--- src/design/hrrn_pkg.sv ---
// Shared types and constants for the HRRN scheduler.
// No dependencies; imported by hrrn_slot_mem and hrrn_cpu_scheduler.
package hrrn_pkg;

  // Default sizing
  localparam int MAX_PROCS_DEF  = 16;
  localparam int TIME_WIDTH_DEF = 16;

  // Action codes of an input word
  localparam logic [1:0] ACT_LOAD   = 2'd0;
  localparam logic [1:0] ACT_ARRIVE = 2'd1;
  localparam logic [1:0] ACT_TICK   = 2'd2;

  // Per-slot process state
  typedef enum logic [2:0] {
    ST_EMPTY      = 3'd0,
    ST_WAITING    = 3'd1,
    ST_READY      = 3'd2,
    ST_RUNNING    = 3'd3,
    ST_TERMINATED = 3'd4
  } slot_state_t;

  // Sequencer states
  typedef enum logic [3:0] {
    S_IDLE,
    S_ACC_EV,
    S_A_EV,
    S_A_CMP,
    S_A_END,
    S_B_EV,
    S_B_CMP,
    S_B_END,
    S_DONE
  } fsm_state_t;

endpackage

--- src/design/hrrn_req_if.sv ---
// Request channel: one input word (action, slot, burst) with valid/ready.
// Depends on nothing.
interface hrrn_req_if;
  logic        valid;
  logic        ready;
  logic [1:0]  action;
  logic [3:0]  slot;
  logic [15:0] burst;

  modport source (output valid, action, slot, burst, input ready);
  modport sink   (input valid, action, slot, burst, output ready);
endinterface

--- src/design/hrrn_rsp_if.sv ---
// Response channel: scheduler status word with valid/ready.
// Depends on nothing.
interface hrrn_rsp_if;
  logic        valid;
  logic        ready;
  logic        running_valid;
  logic [3:0]  running_slot;
  logic [15:0] remaining;
  logic        finished_valid;
  logic [3:0]  finished_slot;
  logic [31:0] clock_count;
  logic [31:0] idle_count;

  modport source (output valid, running_valid, running_slot, remaining,
                  finished_valid, finished_slot, clock_count, idle_count,
                  input ready);
  modport sink   (input valid, running_valid, running_slot, remaining,
                  finished_valid, finished_slot, clock_count, idle_count,
                  output ready);
endinterface

--- src/design/hrrn_slot_mem.sv ---
// Slot table: one-port-write, one-port-read synchronous memory, registered read.
// Per-entry valid flops make unwritten entries read as empty. Uses hrrn_pkg.
module hrrn_slot_mem
  import hrrn_pkg::*;
#(
  parameter int DEPTH = MAX_PROCS_DEF,
  parameter int AW    = $clog2(MAX_PROCS_DEF),
  parameter int TW    = TIME_WIDTH_DEF
) (
  input  logic          clk,
  input  logic          rst,
  input  logic          wr_en,
  input  logic [AW-1:0] wr_addr,
  input  slot_state_t   wr_status,
  input  logic [TW-1:0] wr_burst,
  input  logic [TW-1:0] wr_rem,
  input  logic [TW-1:0] wr_wait,
  input  logic [AW-1:0] rd_addr,
  output slot_state_t   rd_status,
  output logic [TW-1:0] rd_burst,
  output logic [TW-1:0] rd_rem,
  output logic [TW-1:0] rd_wait
);

  localparam int WW = 3 + 3 * TW;

  logic [WW-1:0]    mem [DEPTH];
  logic [DEPTH-1:0] vld;
  logic [WW-1:0]    wdata;
  logic [WW-1:0]    rd_q;
  logic             rd_vld;

  assign wdata = {wr_status, wr_burst, wr_rem, wr_wait};

  // Array write
  always_ff @(posedge clk) begin
    if (wr_en) begin
      mem[wr_addr] <= wdata;
    end
  end

  // Registered read, write data forwarded on an address match
  always_ff @(posedge clk) begin
    if (wr_en && wr_addr == rd_addr) begin
      rd_q <= wdata;
    end else begin
      rd_q <= mem[rd_addr];
    end
  end

  // Entry valid flags
  always_ff @(posedge clk) begin
    if (rst) begin
      vld    <= '0;
      rd_vld <= 1'b0;
    end else begin
      if (wr_en) begin
        vld[wr_addr] <= 1'b1;
      end
      rd_vld <= (wr_en && wr_addr == rd_addr) || vld[rd_addr];
    end
  end

  assign rd_status = rd_vld ? slot_state_t'(rd_q[WW-1 -: 3]) : ST_EMPTY;
  assign rd_burst  = rd_q[3*TW-1 -: TW];
  assign rd_rem    = rd_q[2*TW-1 -: TW];
  assign rd_wait   = rd_q[TW-1:0];

endmodule

--- src/design/hrrn_cpu_scheduler.sv ---
// Non-preemptive highest-response-ratio-next scheduler, top level.
// Uses hrrn_pkg, hrrn_req_if, hrrn_rsp_if and hrrn_slot_mem.
//
//  channel | dir | payload                                   | handshake
//  req     | in  | action, slot, burst                       | valid/ready
//  rsp     | out | running/finished slot, remaining, counts  | valid/ready
//
// Load and arrival go through table read, write back and result.
// A tick walks the slot table over the single read port, each slot in an
// evaluate and a compare state, once to dispatch when the CPU is idle and
// once, if a process is then running, to age waits and pick a successor.
// rst is synchronous; every slot reads empty right after it, no clearing pass.
// req.ready is high in the idle state; a result waiting on rsp does not block it.
module hrrn_cpu_scheduler
  import hrrn_pkg::*;
#(
  parameter int MAX_PROCS  = MAX_PROCS_DEF,
  parameter int TIME_WIDTH = TIME_WIDTH_DEF
) (
  input logic      clk,
  input logic      rst,
  hrrn_req_if.sink req,
  hrrn_rsp_if.source rsp
);

  localparam int SW = (MAX_PROCS > 1) ? $clog2(MAX_PROCS) : 1;
  localparam int TW = TIME_WIDTH;
  localparam logic [SW-1:0] LAST_IDX = SW'(MAX_PROCS - 1);
  localparam logic [TW-1:0] TMAX = '1;

  fsm_state_t state, state_next;

  // captured request
  logic [1:0]    act;
  logic [SW-1:0] sl_idx;
  logic [TW-1:0] bur;

  // scan and selection
  logic [SW-1:0]   idx;
  logic            found;
  logic [SW-1:0]   best_idx;
  logic [TW-1:0]   best_burst, best_rem, best_wait;
  logic            cand_ready;
  logic [TW-1:0]   cand_burst, cand_rem, cand_wait;
  logic [2*TW-1:0] lhs, rhs;
  logic            take;

  // CPU state and counters
  logic          cur_valid;
  logic [SW-1:0] cur_slot;
  logic [TW-1:0] cur_rem;
  logic          fin;
  logic [SW-1:0] fin_slot;
  logic [31:0]   tick_cnt, idle_cnt;

  // memory ports
  logic          wr_en;
  logic [SW-1:0] wr_addr;
  slot_state_t   wr_status;
  logic [TW-1:0] wr_burst, wr_rem, wr_wait;
  logic [SW-1:0] rd_addr;
  slot_state_t   rd_status;
  logic [TW-1:0] rd_burst, rd_rem, rd_wait;

  // request decode
  logic          slot_ok;
  logic [31:0]   b32;
  logic [TW-1:0] b_sat;
  logic          out_free;

  // aging pass
  logic          is_cur;
  logic [TW-1:0] w_n, rem_n, ev_wait;
  logic          term;

  hrrn_slot_mem #(.DEPTH(MAX_PROCS), .AW(SW), .TW(TW)) u_mem (
    .clk, .rst,
    .wr_en, .wr_addr, .wr_status, .wr_burst, .wr_rem, .wr_wait,
    .rd_addr, .rd_status, .rd_burst, .rd_rem, .rd_wait
  );

  assign slot_ok  = (int'(req.slot) < MAX_PROCS);
  assign b32      = 32'(req.burst);
  assign b_sat    = TW'((b32 > 32'(TMAX)) ? 32'(TMAX) : b32);
  assign out_free = !rsp.valid || rsp.ready;
  assign req.ready = (state == S_IDLE);

  // aging of one entry during the second pass
  assign is_cur  = (idx == cur_slot);
  assign w_n     = (rd_status == ST_READY && rd_wait != TMAX) ? rd_wait + 1'b1 : rd_wait;
  assign rem_n   = (is_cur && rd_rem != '0) ? rd_rem - 1'b1 : rd_rem;
  assign term    = is_cur && rem_n == '0;
  assign ev_wait = (state == S_B_EV) ? w_n : rd_wait;

  // ranking: candidate beats best on higher ratio, then smaller burst
  assign take = cand_ready &&
                (!found || lhs < rhs || (lhs == rhs && best_burst > cand_burst));

  // state register
  always_ff @(posedge clk) begin
    if (rst) begin
      state <= S_IDLE;
    end else begin
      state <= state_next;
    end
  end

  // next state and memory control
  always_comb begin
    state_next = state;
    rd_addr    = '0;
    wr_en      = 1'b0;
    wr_addr    = idx;
    wr_status  = rd_status;
    wr_burst   = rd_burst;
    wr_rem     = rd_rem;
    wr_wait    = rd_wait;
    case (state)
      S_IDLE: begin
        if (req.valid) begin
          rd_addr = SW'(req.slot);
          if ((req.action == ACT_LOAD || req.action == ACT_ARRIVE) && slot_ok) begin
            state_next = S_ACC_EV;
          end else if (req.action == ACT_TICK) begin
            rd_addr    = '0;
            state_next = cur_valid ? S_B_EV : S_A_EV;
          end else begin
            state_next = S_DONE;
          end
        end
      end
      S_ACC_EV: begin
        wr_addr = sl_idx;
        if (act == ACT_LOAD) begin
          // zero burst or a busy slot leaves the table alone
          if (bur != '0 && rd_status != ST_READY && rd_status != ST_RUNNING) begin
            wr_en     = 1'b1;
            wr_status = ST_WAITING;
            wr_burst  = bur;
            wr_rem    = bur;
            wr_wait   = '0;
          end
        end else if (rd_status == ST_WAITING) begin
          wr_en     = 1'b1;
          wr_status = ST_READY;
        end
        state_next = S_DONE;
      end
      S_A_EV: state_next = S_A_CMP;
      S_A_CMP: begin
        rd_addr = idx + 1'b1;
        state_next = (idx == LAST_IDX) ? S_A_END : S_A_EV;
      end
      S_A_END: begin
        if (found) begin
          wr_en      = 1'b1;
          wr_addr    = best_idx;
          wr_status  = ST_RUNNING;
          wr_burst   = best_burst;
          wr_rem     = best_rem;
          wr_wait    = best_wait;
          rd_addr    = '0;
          state_next = S_B_EV;
        end else begin
          state_next = S_DONE;
        end
      end
      S_B_EV: begin
        wr_en      = (rd_status == ST_READY) || is_cur;
        wr_status  = term ? ST_TERMINATED : rd_status;
        wr_rem     = rem_n;
        wr_wait    = w_n;
        state_next = S_B_CMP;
      end
      S_B_CMP: begin
        rd_addr = idx + 1'b1;
        state_next = (idx == LAST_IDX) ? S_B_END : S_B_EV;
      end
      S_B_END: begin
        if (fin && found) begin
          wr_en     = 1'b1;
          wr_addr   = best_idx;
          wr_status = ST_RUNNING;
          wr_burst  = best_burst;
          wr_rem    = best_rem;
          wr_wait   = best_wait;
        end
        state_next = S_DONE;
      end
      S_DONE: begin
        if (out_free) begin
          state_next = S_IDLE;
        end
      end
      default: state_next = S_IDLE;
    endcase
  end

  // datapath registers without reset
  always_ff @(posedge clk) begin
    case (state)
      S_IDLE: begin
        act    <= req.action;
        sl_idx <= SW'(req.slot);
        bur    <= b_sat;
        idx    <= '0;
      end
      S_A_EV, S_B_EV: begin
        cand_ready <= (rd_status == ST_READY);
        cand_burst <= rd_burst;
        cand_rem   <= rd_rem;
        cand_wait  <= ev_wait;
        lhs        <= best_wait * rd_burst;
        rhs        <= ev_wait * best_burst;
      end
      S_A_CMP, S_B_CMP: begin
        if (take) begin
          best_idx   <= idx;
          best_burst <= cand_burst;
          best_rem   <= cand_rem;
          best_wait  <= cand_wait;
        end
        idx <= idx + 1'b1;
      end
      S_A_END: idx <= '0;
      default: ;
    endcase
  end

  // control state, counters and result register
  always_ff @(posedge clk) begin
    if (rst) begin
      found              <= 1'b0;
      cur_valid          <= 1'b0;
      cur_slot           <= '0;
      cur_rem            <= '0;
      fin                <= 1'b0;
      fin_slot           <= '0;
      tick_cnt           <= '0;
      idle_cnt           <= '0;
      rsp.valid          <= 1'b0;
      rsp.running_valid  <= 1'b0;
      rsp.running_slot   <= '0;
      rsp.remaining      <= '0;
      rsp.finished_valid <= 1'b0;
      rsp.finished_slot  <= '0;
      rsp.clock_count    <= '0;
      rsp.idle_count     <= '0;
    end else begin
      // drop valid once taken, unless a new word is loaded this cycle
      if (rsp.valid && rsp.ready && !(state == S_DONE && out_free)) begin
        rsp.valid <= 1'b0;
      end
      case (state)
        S_IDLE: begin
          if (req.valid) begin
            fin      <= 1'b0;
            fin_slot <= '0;
            found    <= 1'b0;
          end
        end
        S_A_CMP, S_B_CMP: begin
          if (take) begin
            found <= 1'b1;
          end
        end
        S_A_END: begin
          if (found) begin
            cur_valid <= 1'b1;
            cur_slot  <= best_idx;
            cur_rem   <= best_rem;
            found     <= 1'b0;
          end else begin
            cur_slot <= '0;
            tick_cnt <= tick_cnt + 1'b1;
            idle_cnt <= idle_cnt + 1'b1;
          end
        end
        S_B_EV: begin
          if (is_cur) begin
            cur_rem <= rem_n;
          end
          if (term) begin
            fin      <= 1'b1;
            fin_slot <= idx;
          end
        end
        S_B_END: begin
          tick_cnt <= tick_cnt + 1'b1;
          if (fin) begin
            if (found) begin
              cur_slot <= best_idx;
              cur_rem  <= best_rem;
            end else begin
              cur_valid <= 1'b0;
              cur_slot  <= '0;
              idle_cnt  <= idle_cnt + 1'b1;
            end
          end
        end
        S_DONE: begin
          if (out_free) begin
            rsp.valid          <= 1'b1;
            rsp.running_valid  <= cur_valid;
            rsp.running_slot   <= cur_valid ? 4'(cur_slot) : 4'd0;
            rsp.remaining      <= cur_valid ? 16'(cur_rem) : 16'd0;
            rsp.finished_valid <= fin;
            rsp.finished_slot  <= fin ? 4'(fin_slot) : 4'd0;
            rsp.clock_count    <= tick_cnt;
            rsp.idle_count     <= idle_cnt;
          end
        end
        default: ;
      endcase
    end
  end

`ifndef SYNTHESIS
  // a running slot between items always has time left
  a_run_rem: assert property (@(posedge clk) disable iff (rst)
    (state == S_IDLE && cur_valid) |-> cur_rem != '0)
    else $error("running slot with zero remaining time");

  // the slot that just finished is never the one dispatched after it
  a_fin_not_cur: assert property (@(posedge clk) disable iff (rst)
    (state == S_DONE && fin && cur_valid) |-> cur_slot != fin_slot)
    else $error("finished slot still on the CPU");

  // an accepted word always leaves the idle state
  a_accept_busy: assert property (@(posedge clk) disable iff (rst)
    (req.valid && req.ready) |=> state != S_IDLE)
    else $error("accepted word did not start the sequencer");

  // a finish is only reported on a tick
  a_fin_tick: assert property (@(posedge clk) disable iff (rst)
    (state == S_DONE && fin) |-> act == ACT_TICK)
    else $error("finish reported outside a tick");
`endif

endmodule
--- src/flat_wrapper.sv ---
// flat-port wrapper written by rule: the top's interface ports become plain ports
module hrrn_cpu_scheduler_flat import hrrn_pkg::*;
#(
  parameter int MAX_PROCS  = MAX_PROCS_DEF,
  parameter int TIME_WIDTH = TIME_WIDTH_DEF
)
  (clk, rst, req_valid, req_action, req_slot, req_burst, req_ready, rsp_valid, rsp_running_valid, rsp_running_slot, rsp_remaining, rsp_finished_valid, rsp_finished_slot, rsp_clock_count, rsp_idle_count, rsp_ready);
  hrrn_req_if req_i ();
  hrrn_rsp_if rsp_i ();
  input logic clk;
  input logic rst;
  input wire logic [$bits(req_i.valid)-1:0] req_valid;
  input wire logic [$bits(req_i.action)-1:0] req_action;
  input wire logic [$bits(req_i.slot)-1:0] req_slot;
  input wire logic [$bits(req_i.burst)-1:0] req_burst;
  output wire logic [$bits(req_i.ready)-1:0] req_ready;
  output wire logic [$bits(rsp_i.valid)-1:0] rsp_valid;
  output wire logic [$bits(rsp_i.running_valid)-1:0] rsp_running_valid;
  output wire logic [$bits(rsp_i.running_slot)-1:0] rsp_running_slot;
  output wire logic [$bits(rsp_i.remaining)-1:0] rsp_remaining;
  output wire logic [$bits(rsp_i.finished_valid)-1:0] rsp_finished_valid;
  output wire logic [$bits(rsp_i.finished_slot)-1:0] rsp_finished_slot;
  output wire logic [$bits(rsp_i.clock_count)-1:0] rsp_clock_count;
  output wire logic [$bits(rsp_i.idle_count)-1:0] rsp_idle_count;
  input wire logic [$bits(rsp_i.ready)-1:0] rsp_ready;
  assign req_i.valid = req_valid;
  assign req_i.action = req_action;
  assign req_i.slot = req_slot;
  assign req_i.burst = req_burst;
  assign req_ready = req_i.ready;
  assign rsp_valid = rsp_i.valid;
  assign rsp_running_valid = rsp_i.running_valid;
  assign rsp_running_slot = rsp_i.running_slot;
  assign rsp_remaining = rsp_i.remaining;
  assign rsp_finished_valid = rsp_i.finished_valid;
  assign rsp_finished_slot = rsp_i.finished_slot;
  assign rsp_clock_count = rsp_i.clock_count;
  assign rsp_idle_count = rsp_i.idle_count;
  assign rsp_i.ready = rsp_ready;
  hrrn_cpu_scheduler #(.MAX_PROCS(MAX_PROCS), .TIME_WIDTH(TIME_WIDTH)) u_core (.clk(clk), .rst(rst), .req(req_i), .rsp(rsp_i));
endmodule
--- config.mk ---
export PLATFORM = sky130hd
export DESIGN_NAME = hrrn_cpu_scheduler_flat
export DESIGN_NICKNAME = d
export VERILOG_FILES = /design/src/design/hrrn_pkg.sv /design/src/design/hrrn_req_if.sv /design/src/design/hrrn_rsp_if.sv /design/src/design/hrrn_slot_mem.sv /design/src/design/hrrn_cpu_scheduler.sv /design/src/flat_wrapper.sv
export SDC_FILE = /design/constraint.sdc
export NUM_CORES = 2
export LEC_CHECK = 0
export ABC_AREA = 1
export ABC_CLOCK_PERIOD_IN_PS = 9520
export CORE_MARGIN = 2
export CORE_UTILIZATION = 42
export CTS_CLUSTER_SIZE = 24
export DETAILED_ROUTE_END_ITERATION = 10
export DONT_BUFFER_PORTS = 1
export GPL_TIMING_DRIVEN = 1
export HOLD_SLACK_MARGIN = 0.06
export SETUP_SLACK_MARGIN = 0.02
export SYNTH_ARGS = -nofsm -noshare
export SYNTH_HDL_FRONTEND = slang
export SYNTH_SLANG_ARGS = --single-unit
--- constraint.sdc ---
create_clock -name clk -period 9.52 [get_ports clk]
set_input_delay 0.952 -clock clk [delete_from_list [all_inputs] [get_ports clk]]
set_output_delay 0.952 -clock clk [all_outputs]
set_load 0.005 [all_outputs]
# --- Yosys cells after proc, flatten, opt, wreduce, memory -nomap -nowiden ---
# Memories as Yosys holds them, arrays and structs flattened. A register that Yosys moved wholly into a read port is not among the register bits.
# Cells that the tools add are included.
totals:
  register_bits: 394
  mem_bits_rw: 816
  in_bits: 26
  output_inout_bits: 92
  word_cells: 207
  mem_count: 1
mem_list:
  columns: ["memory", "words", "word_bits", "read_ports", "rd_ports_with_merged_regs", "wr", "line", "source"]
  rows:
  - ["u_core.u_mem.mem", 16, 51, 1, 1, 1, "hrrn_slot_mem.sv:27", "logic [WW-1:0] mem [DEPTH];"]
op_classes:
  add_sub_neg: 5
  mul: 2
  n_lt_le_gt_ge: 6
  eq_ne: 28
  muxes: 85
  n_bitwise: 1
  n_reduce_logical: 46
ops:
  columns: ["cell", "count"]
  rows:
  - ["$mux W16", 19]
  - ["$pmux W16 S4", 2]
  - ["$pmux W32 S2", 2]
  - ["$mux W32", 3]
  - ["$pmux W16 S3", 2]
  - ["$add A32 B1 Y32 const B", 2]
  - ["$mul A16 B16 Y32", 2]
  - ["$mux W4", 16]
  - ["$eq A32 B32 Y1", 1]
  - ["$lt A32 B32 Y1", 1]
  - ["$pmux W4 S2", 4]
  - ["$pmux W4 S8", 1]
  - ["$reduce_bool A16 Y1", 2]
  - ["$mux W3", 9]
  - ["$mux W1", 18]
  - ["$add A16 B1 Y16 const B", 1]
  - ["$eq A4 B3 Y1 const B", 4]
  - ["$gt A16 B16 Y1", 1]
  - ["$gt A16 B16 Y1 const B", 1]
  - ["$logic_not A16 Y1", 1]
  - ["$ne A16 B16 Y1 const B", 1]
  - ["$or A16 B16 Y16", 1]
  - ["$sub A16 B1 Y16 const B", 1]
  - ["$logic_and A1 B1 Y1", 13]
  - ["32 further kinds", 65]

# --- Depth between registers and ports, before layout ---
logic_depth:
  word_depth: 9
  ltp_mapped: 47
  ltp_nobuf: 42

# --- By module ---
# Synthesis repeated with hierarchy kept, for this count alone.
unflattened:
  hier_cells: 6693
  hier_area_um2: 67190.7
by_module_without_submodules:
  columns: ["mod", "instances", "cells_each", "area_each_um2", "seq_area_each_um2"]
  rows:
  - ["hrrn_cpu_scheduler", 1, 4182, 34426.8, 9459.1]
  - ["hrrn_slot_mem", 1, 2511, 32763.9, 24923.9]

# --- Least setup slack after synthesis ---
# No wires, ideal clock.
synth_path:
  path_type: "register to register"
  start: "register with a tool-made name"
  end: "register u_core.rhs[29] (data pin)"
  setup_time_ns: 0.262
  t_arrival_ns: 7.870
  required_time_ns: 9.258
  slack_ns: 1.388
  stages_incl_launch_ff: 44
  path_buffers: 7
  period_less_slack_ns: 8.132
  path_cell_list: "dfxtp_1 buf_6 inv_6 buf_6 buf_6 buf_6 buf_6 buf_4 o21ai_0 o221ai_1 o211ai_1 nand2_2 ha_1 inv_1 nor2_2 nand4_2 nand2_4 inv_4 [... 8 more ...] fa_1 fa_1 inv_1 fa_1 inv_1 fa_1 inv_1 ha_1 nand2_1 inv_1 a21boi_0 o21ai_0 a21boi_0 o21ai_0 a21oi_1 o21ai_0 a21oi_1 xor2_1"
synth_lines:
  columns: ["element", "line", "source"]
  rows:
  - ["end signal: assignment", "hrrn_cpu_scheduler.sv:214", "rhs <= ev_wait * best_burst;"]
  - ["end: declaration", "hrrn_cpu_scheduler.sv:45", "logic [2*TW-1:0] lhs, rhs;"]

==> results.ini <==
[setup_path]
worstSetupPathType=flip-flop to flip-flop
cp.required_ns=9.98
max_stage_delay_ns=0.58
rrSetupSlack_ns=0.51
startpoint_type=flip-flop
worstRegToRegCells=35
worstPathMaxFanout=73
cp_slowest_cell=fa_1
cp-end-kind=flip-flop
worst_r2r_endpoint=u_core.rhs[28]
arrival_ns=9.48

[clocking]
worstSkewPairLatency_ns=0.78
cts_sinks=1214
root_buffer=clkbuf_16
clockBufferDepth=3
h-tree-depth=3
cts_tree=done
path_clk_slew_ns=0.06
numCtsBuffers=121

[route]
drtPass1Iterations=6
wl_per_cell_um=22.5
wl_met2_um=85500
num_vias=47500
routed.top_layer=met4
wl_met3_um=16700
drc=0
postRouteWirelength_um=194000
vias_per_cell=5.50
wl_met1_um=85400
initialDrtViolationCount=5001
ant_nets=0

[placed_design]
port_buffers=0
gp_congestion=0.928
dp_hpwl_um=131000

[worst_hold_path]
min_to=u_core.rsp.clock_count[25]
hold_path_depth=1
holdCritPathClass=input pin to flip-flop
worstHoldStart=rst

[global_route]
grt_usage=0.237
grt_start_max_net_pins=129
grt_pass1_wl_um=291000
grt_overflow_total=0
antenna_found_initial=5
grt_pass1_vias=46200

[logic_synthesis]
yosys_warnings=0
syn-num-nets=7140
ys_async_sr_fraction=0
synth_ff_type=edfxtp_1
yosysSeqAreaShare=0.515
syn_inst=6465
ys_ff_latch=1214
synth.top_cell.area_share=0.453
synth_edf_count=1007
ys_top_cells_by_area=edfxtp_1, fa_1, dfxtp_1
syn_area_um2=66700
synth.avg_cell_area_um2=10.3
yosysTopAreaCell=edfxtp_1
ys_types=70

[run_status]
status=finished with violations
violations=max-capacitance violations

[finish]
fillCellCount=14500
areaGrowthSynthToFinish_pct=9.68
nNetsFinal=7133
layout-drive-gt1-share=0.0727

[floorplan]
io-pin-count=118
rows=146
die_height_um=403
die_w_um=403
initial_core_util=0.422
coreArea_um2=158000
die_area_um2=162000

[timing]
finalSetupViolCount=0
worst_pin_slew_ns=1.49
hold_viol=0
clock_skew_ns=0.0645
fmax_mhz=111
max_slew_margin=0.00534
rsz0062_at_grt=false
slew_violations=0
tns_ns=0
period_share=0.947
period_minus_slack_ns=9.01

[run]
maxCapViolations=1

## what timing repair did
action	CTS	global route
gates resized for setup	0	4
endpoints found under the setup margin	0	4
buffers inserted	0	1
hold buffers	0	0
## worst max path at each step
stage                     end
3_5_place_dp   u_core.rhs[29]
5_1_grt        u_core.rhs[28]
4_1_cts        u_core.rhs[29]
6_report       u_core.rhs[28]
3_3_place_gp   u_core.rhs[31]
2_1_floorplan  u_core.rhs[29]
## registers in the layout, summed over array words and instances, names as in the netlist, 16 cells and up, named ones only
name,flops
u_core.best_burst,16
u_core.rsp.idle_count,32
u_core.best_wait,16
u_core.rsp.clock_count,32
u_core.rhs,32
u_core.lhs,32
u_core.cand_wait,16
u_core.rsp.remaining,16
u_core.best_rem,16
u_core.tick_cnt,32
u_core.idle_cnt,32
u_core.bur,16
u_core.u_mem.vld,16
u_core.cand_rem,16
u_core.cur_rem,16
u_core.cand_burst,16
u_core.u_mem.mem,816
## routing by layer
layer  track usage  vias to the layer above
met3        0.0379                      313
met5             0                        -
met4        0.0756                        0
met1         0.346                    23600
li1              -                    21600
met2         0.361                     1911
## kinds of logic (layout without fill, tap and decap cells)
| logic type | after synthesis | in the layout | synth area share |
|---|---|---|---|
| buffers and inverters | 1181 | 1277 | 0.0736 |
| muxes | 1 | 1 | 0.000150 |
| DFF | 1214 | 1214 | 0.515 |
| AOI/OAI and AO/OA | 1081 | 1081 | 0.0957 |
| and+or+nand+nor | 2260 | 2260 | 0.140 |
| xor gates and xnor gates | 79 | 79 | 0.0104 |
| other | 0 | 1 | 0 |
| adders and majority gates | 649 | 649 | 0.165 |
## synth_stat cells (13+ instances only)
cell,count
a21oi_1,300
a221oi_1,13
a22oi_1,16
buf_1,17
buf_2,75
buf_4,25
buf_6,36
clkbuf_1,142
dfxtp_1,207
edfxtp_1,1007
fa_1,388
ha_1,261
inv_1,859
inv_2,13
nand2_1,1082
nand2_2,25
nand3_1,290
nand4_1,24
nor2_1,726
nor2_2,21
nor3_1,41
o211ai_1,59
o21ai_0,444
o21ai_1,28
o221ai_1,118
o22ai_1,25
xnor2_1,21
xor2_1,58
## final cells by class
cell class / count / area (um^2) / share of cell area
Clock inverter: 66 / 673 / 0.00920
Tap cell: 2072 / 2590 / 0.0354
Antenna cell: 1 / 2.50 / 0.0000342
Sequential cell: 1214 / 34400 / 0.470
Timing Repair Buffer: 165 / 1360 / 0.0186
Multi-Input combinational cell: 4070 / 27500 / 0.376
Clock buffer: 160 / 3260 / 0.0445
Inverter: 886 / 3380 / 0.0462
## through the flow
step / cell area (um^2) / utilization / hold slack (ns) / cells / setup WS, ns
finish: 73200 / 0.463 / 0.265 / 8634 / 0.506
global route: 73200 / 0.463 / 0.229 / 8633 / 0.0651
CTS: 73100 / 0.463 / 0.198 / 8630 / 0.477
detailed placement: 69200 / 0.438 / 0.405 / 8404 / 0.518
global placement: 69200 / 0.438 / 0.402 / 8404 / 0.594
floorplan: 66700 / - / 0.400 / 6465 / 1.39
## cell usage in the layout, fill, tap and decap left out, types with 58 or more instances in the layout
cell,Yosys,final
o211ai_1,59,59
buf_4,25,155
edfxtp_1,1007,1007
ha_1,261,261
clkbuf_16,0,123
a21oi_1,300,299
nor2_1,726,722
inv_1,859,840
nand2_1,1082,1080
dfxtp_1,207,203
xor2_1,58,58
nand3_1,290,290
o221ai_1,118,110
o21ai_0,444,440
fa_1,388,388
## worst max-delay path: cells and delay by family (launching register included)
family	cells	cell delay [ns]
buffers and inverters	10	1.25
and+or+nand+nor	6	0.91
DFF	1	0.50
xor gates and xnor gates	1	0.17
AOI/OAI and AO/OA	10	2.12
adders and majority gates	8	3.70
Power is left out: the tool's default activity adds up to more than one toggle a clock period on the data nets, which glitch-free logic cannot reach.
